[src/hw/rtl/rtlpm_pkg.sv]
// Shared types and constants for the routing table LPM engine.
// Route entry layout, request codes and controller states.
// No dependencies.
package rtlpm_pkg;

	localparam int TABLE_DEPTH_DEF = 256;
	localparam int IP_W            = 32;
	localparam int LEN_W           = 6;
	localparam int IF_W            = 4;
	localparam int MET_W           = 5;
	localparam int REQ_W           = 2;
	localparam int CNT_OUT_W       = 9;
	localparam int FULL_LEN        = 32;

	typedef enum logic [REQ_W-1:0] {
		REQ_INSERT = 2'd0,
		REQ_DELETE = 2'd1,
		REQ_QUERY  = 2'd2,
		REQ_MERGE  = 2'd3
	} req_t;

	typedef struct packed {
		logic [IP_W-1:0]  pfx;
		logic [LEN_W-1:0] len;
		logic [IP_W-1:0]  nh;
		logic [IF_W-1:0]  ifc;
		logic [MET_W-1:0] met;
	} entry_t;

	typedef enum logic [2:0] {
		ST_IDLE,
		ST_SCAN,
		ST_DECIDE,
		ST_MOVE,
		ST_APPEND,
		ST_DONE
	} state_t;

	// Low-order mask of a prefix length; lengths of 32 and above compare all bits.
	function automatic logic [IP_W-1:0] low_mask(input logic [LEN_W-1:0] len);
		logic [IP_W-1:0] m;
		if (len >= LEN_W'(FULL_LEN))
			m = '1;
		else
			m = ~({IP_W{1'b1}} << len[4:0]);
		return m;
	endfunction

endpackage

[src/hw/rtl/rtlpm_ctrl.sv]
// Request sequencer: scans the table, compacts after a removal, appends,
// and tracks the longest-prefix match. Depends on rtlpm_pkg.
module rtlpm_ctrl
	import rtlpm_pkg::*;
#(
	parameter int DEPTH = TABLE_DEPTH_DEF,
	parameter int AW    = $clog2(DEPTH),
	parameter int CW    = $clog2(DEPTH + 1)
) (
	input  logic                 clk,
	input  logic                 arst_n,
	input  logic                 start,
	output logic                 busy,
	input  logic [REQ_W-1:0]     req_type,
	input  logic [IP_W-1:0]      prefix_addr,
	input  logic [LEN_W-1:0]     prefix_len,
	input  logic [IP_W-1:0]      route_next_hop,
	input  logic [IF_W-1:0]      route_iface,
	input  logic [MET_W-1:0]     route_metric,
	input  logic [IP_W-1:0]      lookup_addr,
	output logic                 done,
	output logic                 found,
	output logic [IP_W-1:0]      out_next_hop,
	output logic [IF_W-1:0]      out_iface,
	output logic                 status,
	output logic [CNT_OUT_W-1:0] entry_count,
	output logic                 wr_en,
	output logic [AW-1:0]        wr_addr,
	output entry_t               wr_data,
	output logic                 rd_en,
	output logic [AW-1:0]        rd_addr,
	input  entry_t               rd_data
);

	localparam logic [CW-1:0] DEPTH_C = CW'(DEPTH);
	localparam logic [CW-1:0] ONE_C   = CW'(1);

	state_t state_q, state_d;

	logic [CW-1:0]    cnt_q;
	logic [CW-1:0]    idx_q;
	logic             vld_s1;
	logic [CW-1:0]    idx_s1;
	logic             hit_q;
	logic [CW-1:0]    pos_q;
	logic             app_q;
	logic             status_q;
	logic [LEN_W-1:0] best_len_q;
	logic [IP_W-1:0]  best_nh_q;
	logic [IF_W-1:0]  best_if_q;
	logic [IP_W-1:0]  old_nh_q;
	logic [IF_W-1:0]  old_if_q;
	logic [MET_W-1:0] old_met_q;

	req_t             req_q;
	logic [IP_W-1:0]  pfx_q;
	logic [LEN_W-1:0] len_q;
	logic [IP_W-1:0]  nh_q;
	logic [IF_W-1:0]  ifc_q;
	logic [MET_W-1:0] met_q;
	logic [IP_W-1:0]  addr_q;

	logic             accept;
	logic             key_hit;
	logic             lpm_hit;
	logic             scan_end;
	logic             move_end;
	logic             merge_ok;
	logic             do_move;
	logic             do_append;
	logic [CW+CNT_OUT_W-1:0] cnt_ext;

	assign accept = start && (state_q == ST_IDLE);

	assign key_hit = (state_q == ST_SCAN) && vld_s1 && (req_q != REQ_QUERY)
		&& (rd_data.pfx == pfx_q) && (rd_data.len == len_q);
	assign lpm_hit = (state_q == ST_SCAN) && vld_s1 && (req_q == REQ_QUERY)
		&& (((rd_data.pfx ^ addr_q) & low_mask(rd_data.len)) == '0)
		&& (rd_data.len > best_len_q);

	// A scan ends on the first key hit, or once every read has come back.
	assign scan_end = (state_q == ST_SCAN) && (key_hit || (!vld_s1 && idx_q >= cnt_q));
	assign move_end = (state_q == ST_MOVE) && !vld_s1 && (idx_q >= cnt_q);

	assign merge_ok = ((ifc_q == old_if_q) || (met_q <= old_met_q)) && (old_nh_q != '0);

	always_comb begin
		unique case (req_q)
			REQ_INSERT: begin
				do_move   = hit_q;
				do_append = 1'b1;
			end
			REQ_DELETE: begin
				do_move   = hit_q;
				do_append = 1'b0;
			end
			REQ_QUERY: begin
				do_move   = 1'b0;
				do_append = 1'b0;
			end
			REQ_MERGE: begin
				do_move   = hit_q && merge_ok;
				do_append = !hit_q || merge_ok;
			end
			default: begin
				do_move   = 1'b0;
				do_append = 1'b0;
			end
		endcase
	end

	// Next state
	always_comb begin
		state_d = state_q;
		unique case (state_q)
			ST_IDLE: begin
				if (start) state_d = ST_SCAN;
			end
			ST_SCAN: begin
				if (scan_end) state_d = ST_DECIDE;
			end
			ST_DECIDE: begin
				if (do_move)        state_d = ST_MOVE;
				else if (do_append) state_d = ST_APPEND;
				else                state_d = ST_DONE;
			end
			ST_MOVE: begin
				if (move_end) state_d = app_q ? ST_APPEND : ST_DONE;
			end
			ST_APPEND: state_d = ST_DONE;
			ST_DONE:   state_d = ST_IDLE;
			default:   state_d = ST_IDLE;
		endcase
	end

	// Memory port and handshake outputs
	always_comb begin
		rd_en   = 1'b0;
		rd_addr = idx_q[AW-1:0];
		wr_en   = 1'b0;
		wr_addr = cnt_q[AW-1:0];
		wr_data = '{pfx: pfx_q, len: len_q, nh: nh_q, ifc: ifc_q, met: met_q};
		busy    = 1'b1;
		done    = 1'b0;
		unique case (state_q)
			ST_IDLE: busy = 1'b0;
			ST_SCAN: rd_en = (idx_q < cnt_q) && !key_hit;
			ST_DECIDE: ;
			ST_MOVE: begin
				// Read entry i+1 while writing the one fetched last cycle down by one.
				rd_en   = idx_q < cnt_q;
				wr_en   = vld_s1;
				wr_addr = AW'(idx_s1 - ONE_C);
				wr_data = rd_data;
			end
			ST_APPEND: wr_en = cnt_q < DEPTH_C;
			ST_DONE:   done = 1'b1;
			default: ;
		endcase
	end

	always_ff @(posedge clk or negedge arst_n) begin
		if (!arst_n) begin
			state_q    <= ST_IDLE;
			cnt_q      <= '0;
			idx_q      <= '0;
			vld_s1     <= 1'b0;
			hit_q      <= 1'b0;
			app_q      <= 1'b0;
			status_q   <= 1'b0;
			best_len_q <= '0;
		end else begin
			state_q <= state_d;
			vld_s1  <= rd_en;
			if (accept) begin
				idx_q      <= '0;
				hit_q      <= 1'b0;
				status_q   <= 1'b0;
				best_len_q <= '0;
			end
			if (rd_en) begin
				idx_q <= idx_q + ONE_C;
			end
			if (key_hit) begin
				hit_q <= 1'b1;
			end
			if (lpm_hit) begin
				best_len_q <= rd_data.len;
			end
			if (state_q == ST_DECIDE) begin
				idx_q <= pos_q + ONE_C;
				app_q <= do_append;
			end
			if (move_end) begin
				cnt_q <= cnt_q - ONE_C;
			end
			if (state_q == ST_APPEND) begin
				if (cnt_q < DEPTH_C) cnt_q <= cnt_q + ONE_C;
				else                 status_q <= 1'b1;
			end
		end
	end

	always_ff @(posedge clk) begin
		idx_s1 <= idx_q;
		if (accept) begin
			req_q  <= req_t'(req_type);
			pfx_q  <= prefix_addr;
			len_q  <= prefix_len;
			nh_q   <= route_next_hop;
			ifc_q  <= route_iface;
			met_q  <= route_metric;
			addr_q <= lookup_addr;
		end
		if (key_hit) begin
			pos_q     <= idx_s1;
			old_nh_q  <= rd_data.nh;
			old_if_q  <= rd_data.ifc;
			old_met_q <= rd_data.met;
		end
		if (lpm_hit) begin
			best_nh_q <= rd_data.nh;
			best_if_q <= rd_data.ifc;
		end
	end

	assign cnt_ext      = {{CNT_OUT_W{1'b0}}, cnt_q};
	assign found        = (req_q == REQ_QUERY) && (best_len_q != '0);
	assign out_next_hop = found ? best_nh_q : '0;
	assign out_iface    = found ? best_if_q : '0;
	assign status       = status_q;
	assign entry_count  = cnt_ext[CNT_OUT_W-1:0];

endmodule

[config.mk]
export PLATFORM = sky130hd
export DESIGN_NAME = rtlpm_ctrl
export DESIGN_NICKNAME = d
export VERILOG_FILES = /design/src/hw/rtl/rtlpm_pkg.sv /design/src/hw/rtl/rtlpm_ctrl.sv
export SDC_FILE = /design/constraint.sdc
export NUM_CORES = 1
export LEC_CHECK = 0
export ABC_AREA = 1
export BUFFER_PORTS_ARGS = -buffer_cell sky130_fd_sc_hd__buf_4
export CELL_PAD_IN_SITES_DETAIL_PLACEMENT = 2
export CELL_PAD_IN_SITES_GLOBAL_PLACEMENT = 2
export CORE_MARGIN = 4
export CORE_UTILIZATION = 34
export CTS_BUF_LIST = sky130_fd_sc_hd__clkbuf_4 sky130_fd_sc_hd__clkbuf_8
export DETAILED_ROUTE_END_ITERATION = 6
export HOLD_SLACK_MARGIN = 0.03
export PLACE_DENSITY_LB_ADDON = 0.2
export SYNTH_ARGS = -nofsm -noshare
export SYNTH_HDL_FRONTEND = slang
export SYNTH_SLANG_ARGS = --single-unit
[constraint.sdc]
create_clock -name clk -period 21.8 [get_ports clk]
set_input_delay 2.18 -clock clk [delete_from_list [all_inputs] [get_ports clk]]
set_output_delay 2.18 -clock clk [all_outputs]
set_load 0.05 [all_outputs]
==> qor.csv, run 1 <==
metric,value,unit
synth_warnings,0,
clock_sinks,239,
ios,341,
cts_max_level,2,
skew,35.07,ps
synth-seq-cells,239,
drc,0,
dieWidth,197.3,um
antenna_found_initial,4,
insertion_delay,620,ps
setup_viol,0,
ff2ff_path_depth,6,
r2r_slack,18850,ps
cts_hold_buf,0,
overflow,0,
critPathCaptureType,output port,
crit_required,19620,ps
synth_ff_type,edfxtp_1,
nFillCells,3925,
final_core_util,45.50,%
portBuffers,340,
coreArea,35480,um^2
total_leakage_power,0.007703,uW
syn_inst,1358,
crit_fanout,11,
cp.arrival,3720,ps
drt_iter0_drc,399,
vias_per_cell,4.853,
synth_edf_count,199,
ys_async_sr_fraction,12.97,%
cts_max_path_buffers,3,
grt_pass1_wl,72.66,mm
p_per_area,123.6,nW/um^2
drt-wirelength-per-cell,21.97,um
fin_nets,1945,
fin_crit_sh,27.08,%
drt-pass1-iter-count,5,
hold_end,pos_q[8],
die_area,38910,um^2
grt_use_total,24.60,%
dp_hpwl,37.89,mm
final_layout_size_suffix_gt1_share,25.77,%
die_h,197.3,um
synth.yosys.seq_area_share,56.91,%
status,completed,
synth_area,12180,um^2
hold_violations,0,
ant_nets,0,
rsz0062_at_grt,false,
synth_area_per_cell,8.968,um^2
r2r-start,state_q[1],
rows,69,
gp_congestion,0.8705,
post-route-min-period,5903,ps
layout_common_cells,"nand2_1 (430), buf_4 (347), edfxtp_1 (199)",
drv_slew,0,
maxCapViolations,0,
grt_start_max_net_pins,98,
start_util,34.32,%
vias,10770,
max_freq,169.4,MHz
ir_drop,0.06549,mV
worst_pin_slew,1176,ps
routed_wl,48.75,mm
crit_type,in2out,
min_path_cells,0,
syn2layout_area_growth,32.56,%
rr_endpoint,pfx_q[22],
start_kind,primary input,
postCtsSetupBuffers,0,
ys_types,42,
cts_inserted_buffers,47,
synth_nets,1580,
cts_tree,done,
relSlewSlack,21.62,%
tns,0,ps
hp-start,idx_s1[8],
final_common_cell,nand2_1,
root_buffer,clkbuf_8,
cts_resized,0,
clk_pin_slew,60,ps
hp-class,reg2reg,
grt_pass1_vias,11880,
power breakdown:
part	total, uW	switching (uW)	internal (uW)	leakage, uW
clock network	463	206	257	0.000488
registers	646	66.0	580	0.00230
logic	886	642	244	0.00492
sequential cells by signal (all words and copies together), names as in the netlist, 2 cells and up:
register,flops
met_q,5
pfx_q,32
best_nh_q,32
pos_q,9
req_q,2
len_q,6
old_met_q,5
best_len_q,6
nh_q,32
best_if_q,4
state_q,3
old_nh_q,32
idx_q,9
idx_s1,9
entry_count,9
ifc_q,4
addr_q,32
old_if_q,4
through the flow:
stage / worst slack (ps) / instance area, um^2 / total power, uW / cells / hold slack [ps]
after detailed placement: 15900 / 15210 / 1546 / 2135 / 398.6
after floorplan: 13500 / 12180 / 1228 / 1358 / 385.5
final: 15900 / 16140 / 1995 / 2219 / 411.8
after global placement: 15910 / 15210 / 1512 / 2135 / 388.9
after global routing: 15740 / 16140 / 2102 / 2219 / 417.7
after CTS: 15880 / 16130 / 2021 / 2215 / 413.2
synth_stat cells (9+ instances only):
cell type  count  area [um^2]
nand3_1       61        305.3
o21ai_0       75        375.4
nand2_1      431         1618
a21oi_1       16        80.08
inv_1        191        716.9
dfrtp_1       31        775.7
nor3_1        14        70.07
nor2_1       132        495.5
edfxtp_1     199         5976
ha_1          27        337.8
xor2_1        38        332.8
dfxtp_1        9        180.2
clkbuf_1       9        33.78
buf_2         13        65.06
xnor2_1       16        140.1
nand4_1       22        137.6
critical path, cell delays in order:
cell     delay, ps
buf_4          130
xnor2_1        340
nand2_1        100
nor2_1         130
nand2_1         60
nor2_1         130
nand3_2        210
nand2_2        150
nor2_4          80
buf_4          200
cell families after synthesis:
family	synth area share, %
and+or+nand+nor	24.06
DFF	56.91
buffers and inverters	7.582
AOI/OAI and AO/OA	4.787
xor gates and xnor gates	3.883
adders and majority gates	2.774
how the worst max path moves through the flow:
stage                start       endpoint  slack, ps  depth (start not counted)
3_3_place_gp   rd_data[73]          rd_en      15910                         10
6_report       rd_data[49]          rd_en      15900                         10
5_1_grt        rd_data[73]          rd_en      15740                         10
2_1_floorplan        start  best_len_q[0]      13500                          5
4_1_cts        rd_data[73]          rd_en      15880                         10
3_5_place_dp   rd_data[73]          rd_en      15900                         10
metal layers:
metal / track usage [%] / share of wire, % / up-vias / wire (um)
met2: 44.93 / 52 / 298 / 25450
met1: 28.83 / 40 / 5284 / 19460
li1: - / - / 5113 / -
met4: 8.911 / 2.9 / 2 / 1412
met3: 4.503 / 5.0 / 71 / 2415
met5: 0 / 0.033 / - / 16
area by class of cell:
type	count	area, um^2	share of cell area, %
Sequential cell	239	6932	42.94
Multi-Input combinational cell	888	4344	26.91
Timing Repair Buffer	347	2605	16.14
Clock buffer	64	787.0	4.875
Inverter	200	753.2	4.666
Tap cell	461	576.8	3.573
Clock inverter	16	136.4	0.8448
Antenna cell	4	10.01	0.06200
Power figures use the tool's default switching activity.
==> run 2, diff against run 1 <==
--- a/config.mk
+++ b/config.mk
@@ -5,12 +5,12 @@
 export SDC_FILE = /design/constraint.sdc
 export NUM_CORES = 1
 export LEC_CHECK = 0
-export ABC_AREA = 1
+export ABC_AREA = 0
 export BUFFER_PORTS_ARGS = -buffer_cell sky130_fd_sc_hd__buf_4
 export CELL_PAD_IN_SITES_DETAIL_PLACEMENT = 2
 export CELL_PAD_IN_SITES_GLOBAL_PLACEMENT = 2
 export CORE_MARGIN = 4
-export CORE_UTILIZATION = 34
+export CORE_UTILIZATION = 30
 export CTS_BUF_LIST = sky130_fd_sc_hd__clkbuf_4 sky130_fd_sc_hd__clkbuf_8
 export DETAILED_ROUTE_END_ITERATION = 6
 export HOLD_SLACK_MARGIN = 0.03
==> constraint.sdc (replaced) <==
create_clock -name clk -period 4.97 [get_ports clk]
set_input_delay 0.497 -clock clk [delete_from_list [all_inputs] [get_ports clk]]
set_output_delay 0.497 -clock clk [all_outputs]
set_load 0.05 [all_outputs]
==> run 2 against run 1 <==
Net effect:
- synthesized cell count shrank 24%
- area after synthesis down 5.1%
- die area rose by 7.2%
- critical path depth down 1
- largest power group is now sequential cells
- critical path type is now reg2out
- sequential cell count stayed put
==> qor.csv, run 2 <==
metric,value,unit,change
gp_congestion,0.8087,,-7.1%
hp-start,route_next_hop[6],,
syn2layout_area_growth,42.08,%,
power_frac_comb,16.1,%,-28 points
ys_async_sr_fraction,12.97,%,unchanged
cts_max_level,2,,unchanged
hold_violations,0,,unchanged
status,completed,,
layout_common_cells,"buf_4 (348), nand2_1 (269), edfxtp_1 (199)",,
grt_start_max_net_pins,71,,-28%
tns,0,ps,unchanged
ios,341,,unchanged
p_clk_share,38.3,%,+15 points
synth_edf_count,199,,unchanged
crit_fanout,13,,+2
muxShareOfSynthArea,0.7364,%,+0.74 points
synth_area,11550,um^2,-5.1%
grt_use_total,21.75,%,-2.9 points
final_layout_size_suffix_gt1_share,29.20,%,+3.4 points
root_buffer,clkbuf_8,,
syn_inst,1036,,-24%
synth-seq-cells,239,,unchanged
overflow,0,,unchanged
crit_required,4470,ps,-15150 ps
pwr-share-seq,45.5,%,+13 points
fin_crit_sh,79.40,%,
synth_fa_ha_area_share,2.924,%,+0.15 points
die_area,41720,um^2,+7.2%
cp-startpoint,entry_count[4],,
dp_hpwl,32.78,mm,-13%
hp-class,in2reg,,
dieWidth,204.2,um,+3.5%
insertion_delay,610,ps,about the same
post-route-min-period,3946,ps,
drc,0,,unchanged
synth.most_common_cell,nand2_1,,
p_switching,1492,uW,+63%
drt-wirelength-per-cell,22.96,um,+4.5%
clk_pin_slew,60,ps,about the same
relSlewSlack,36.17,%,+15 points
start_kind,flip-flop,,
synth_warnings,0,,unchanged
synthTopCellsByCount,"nand2_1 (270), edfxtp_1 (199), xnor2_1 (62), and2_1 (38), inv_1 (33)",,
ir_drop,0.1928,mV,+190%
swShare,28.72,%,-17 points
synthTopCellsByArea,"edfxtp_1 (52%), nand2_1 (8.8%), dfrtp_1 (6.7%)",,
synth_ff_type,edfxtp_1,,
p_per_area,316.4,nW/um^2,+160%
fin_nets,1698,,-13%
portBuffers,340,,unchanged
setup_viol,0,,unchanged
cts_max_path_buffers,3,,unchanged
cp.arrival,3450,ps,-270 ps
routed_wl,46.33,mm,-5.0%
cts_tree,done,,
start_util,30.53,%,-3.8 points
r2r-start,entry_count[4],,
synth_top_area_cell,edfxtp_1,,
coreArea,37840,um^2,+6.7%
ys_types,72,,+71%
worst_pin_slew,957.5,ps,-218.3 ps
skew,17.81,ps,-17.26 ps
antenna_found_initial,0,,-4
drv_slew,0,,unchanged
drt_iter0_drc,383,,-4.0%
drt-pass1-iter-count,5,,unchanged
rows,71,,+2.9%
power.internal,3703,uW,+240%
ant_nets,0,,unchanged
postCtsSetupBuffers,0,,unchanged
grt_pass1_wl,69.32,mm,-4.6%
maxCapViolations,0,,unchanged
vias,9877,,-8.3%
final.setup.worst_slack,1024,ps,-14870 ps
yosysTopAreaCellShare,51.72,%,+2.7 points
max_freq,253.4,MHz,
critPathCaptureType,output port,,
vias_per_cell,4.894,,+0.86%
final_common_cell,buf_4,,
synth_xor_xnor_area_share,7.126,%,+3.2 points
grt_pass1_vias,11140,,-6.2%
synth_compound_area_share,6.963,%,+2.2 points
cts_inserted_buffers,46,,-2.1%
yosys.area_share.simple,19.18,%,-4.9 points
pre_cts_slack,1567,ps,-14330 ps
clock_sinks,239,,unchanged
antenna_cells,0,,-4
total_leakage_power,0.006925,uW,-10%
crit_type,reg2out,,
synth_nets,1258,,-20%
synth.yosys.seq_area_share,60.00,%,+3.1 points
die_h,204.2,um,+3.5%
rsz0062_at_grt,false,,
synth_area_per_cell,11.15,um^2,+24%
synth_top_family_by_area,simple AND/OR/NAND/NOR gates,,
-- run 2: layout make-up --
cell class / instances / area (um^2)
Sequential cell: 239 / 6932
Fill cell: 3996 / 21430
Timing Repair Buffer: 439 / 3523
Clock buffer: 65 / 807.0
Multi-Input combinational cell: 716 / 4292
Inverter: 34 / 130.1
Clock inverter: 14 / 92.59
Tap cell: 511 / 639.4
-- run 2: timing repair --
action	CTS	global route
endpoints found under the hold margin	121	0
resized for setup	0	0
hold buffers	91	0
-- run 2: routing by layer --
layer  global-route usage (%)  up-vias  wire [um]
li1                         -     4552          -
met1                    25.54     5033      18410
met2                    40.73      243      25070
met3                    4.253       49       2094
met4                    5.312        0        760
met5                        0        -          0
-- run 2: metrics by stage --
stage | instances | instance area, um^2 | utilization [%] | hold WS [ps] | total power (uW)
final | 2018 | 16420 | 43.38 | 73.62 | 5195
after global placement | 1848 | 14610 | 38.59 | 389.0 | 3155
after floorplan | 1036 | 11550 | - | 201.4 | 2822
after global routing | 2018 | 16420 | 43.38 | 30.86 | 5428
after detailed placement | 1848 | 14610 | 38.59 | 396.1 | 3182
after CTS | 2018 | 16420 | 43.38 | 30.12 | 5250
-- run 2: logic make-up after synthesis --
logic type,count (synthesis)
AND/OR/NAND/NOR,469
multiplexers,7
XOR/XNOR,94
adder cells (fa/ha/maj),27
buffers and inverters,81
flip-flops,239
AO/OA/AOI/OAI,119
-- run 2: worst max-delay path, stage by stage (launching register included) --
cell and delay (ps):
dfrtp_1 500, inv_1 140, ha_1 330, a21oi_1 200, o21ai_1 100, a31oi_1 440
nand2_1 440, nor3_1 270, buf_4 200, buf_4 210
-- run 2: power by group through the flow --
stage	Clock (uW)	Sequential, uW	Combinational, uW
2_1_floorplan	0	2350	468
3_3_place_gp	0	2390	760
3_5_place_dp	0	2400	781
4_1_cts	2040	2360	844
5_1_grt	2150	2370	903
6_report	1990	2360	839
-- run 2: final timing paths --
check	end	slack [ps]	cells past startpoint
max	rd_en	1020	9
min	nh_q[6]	70	1
max reg2reg	idx_q[4]	1720	8
min reg2reg	pos_q[8]	410	0
max in group asynchronous	best_len_q[1]	4230	2
min in group asynchronous	idx_q[0]	390	2
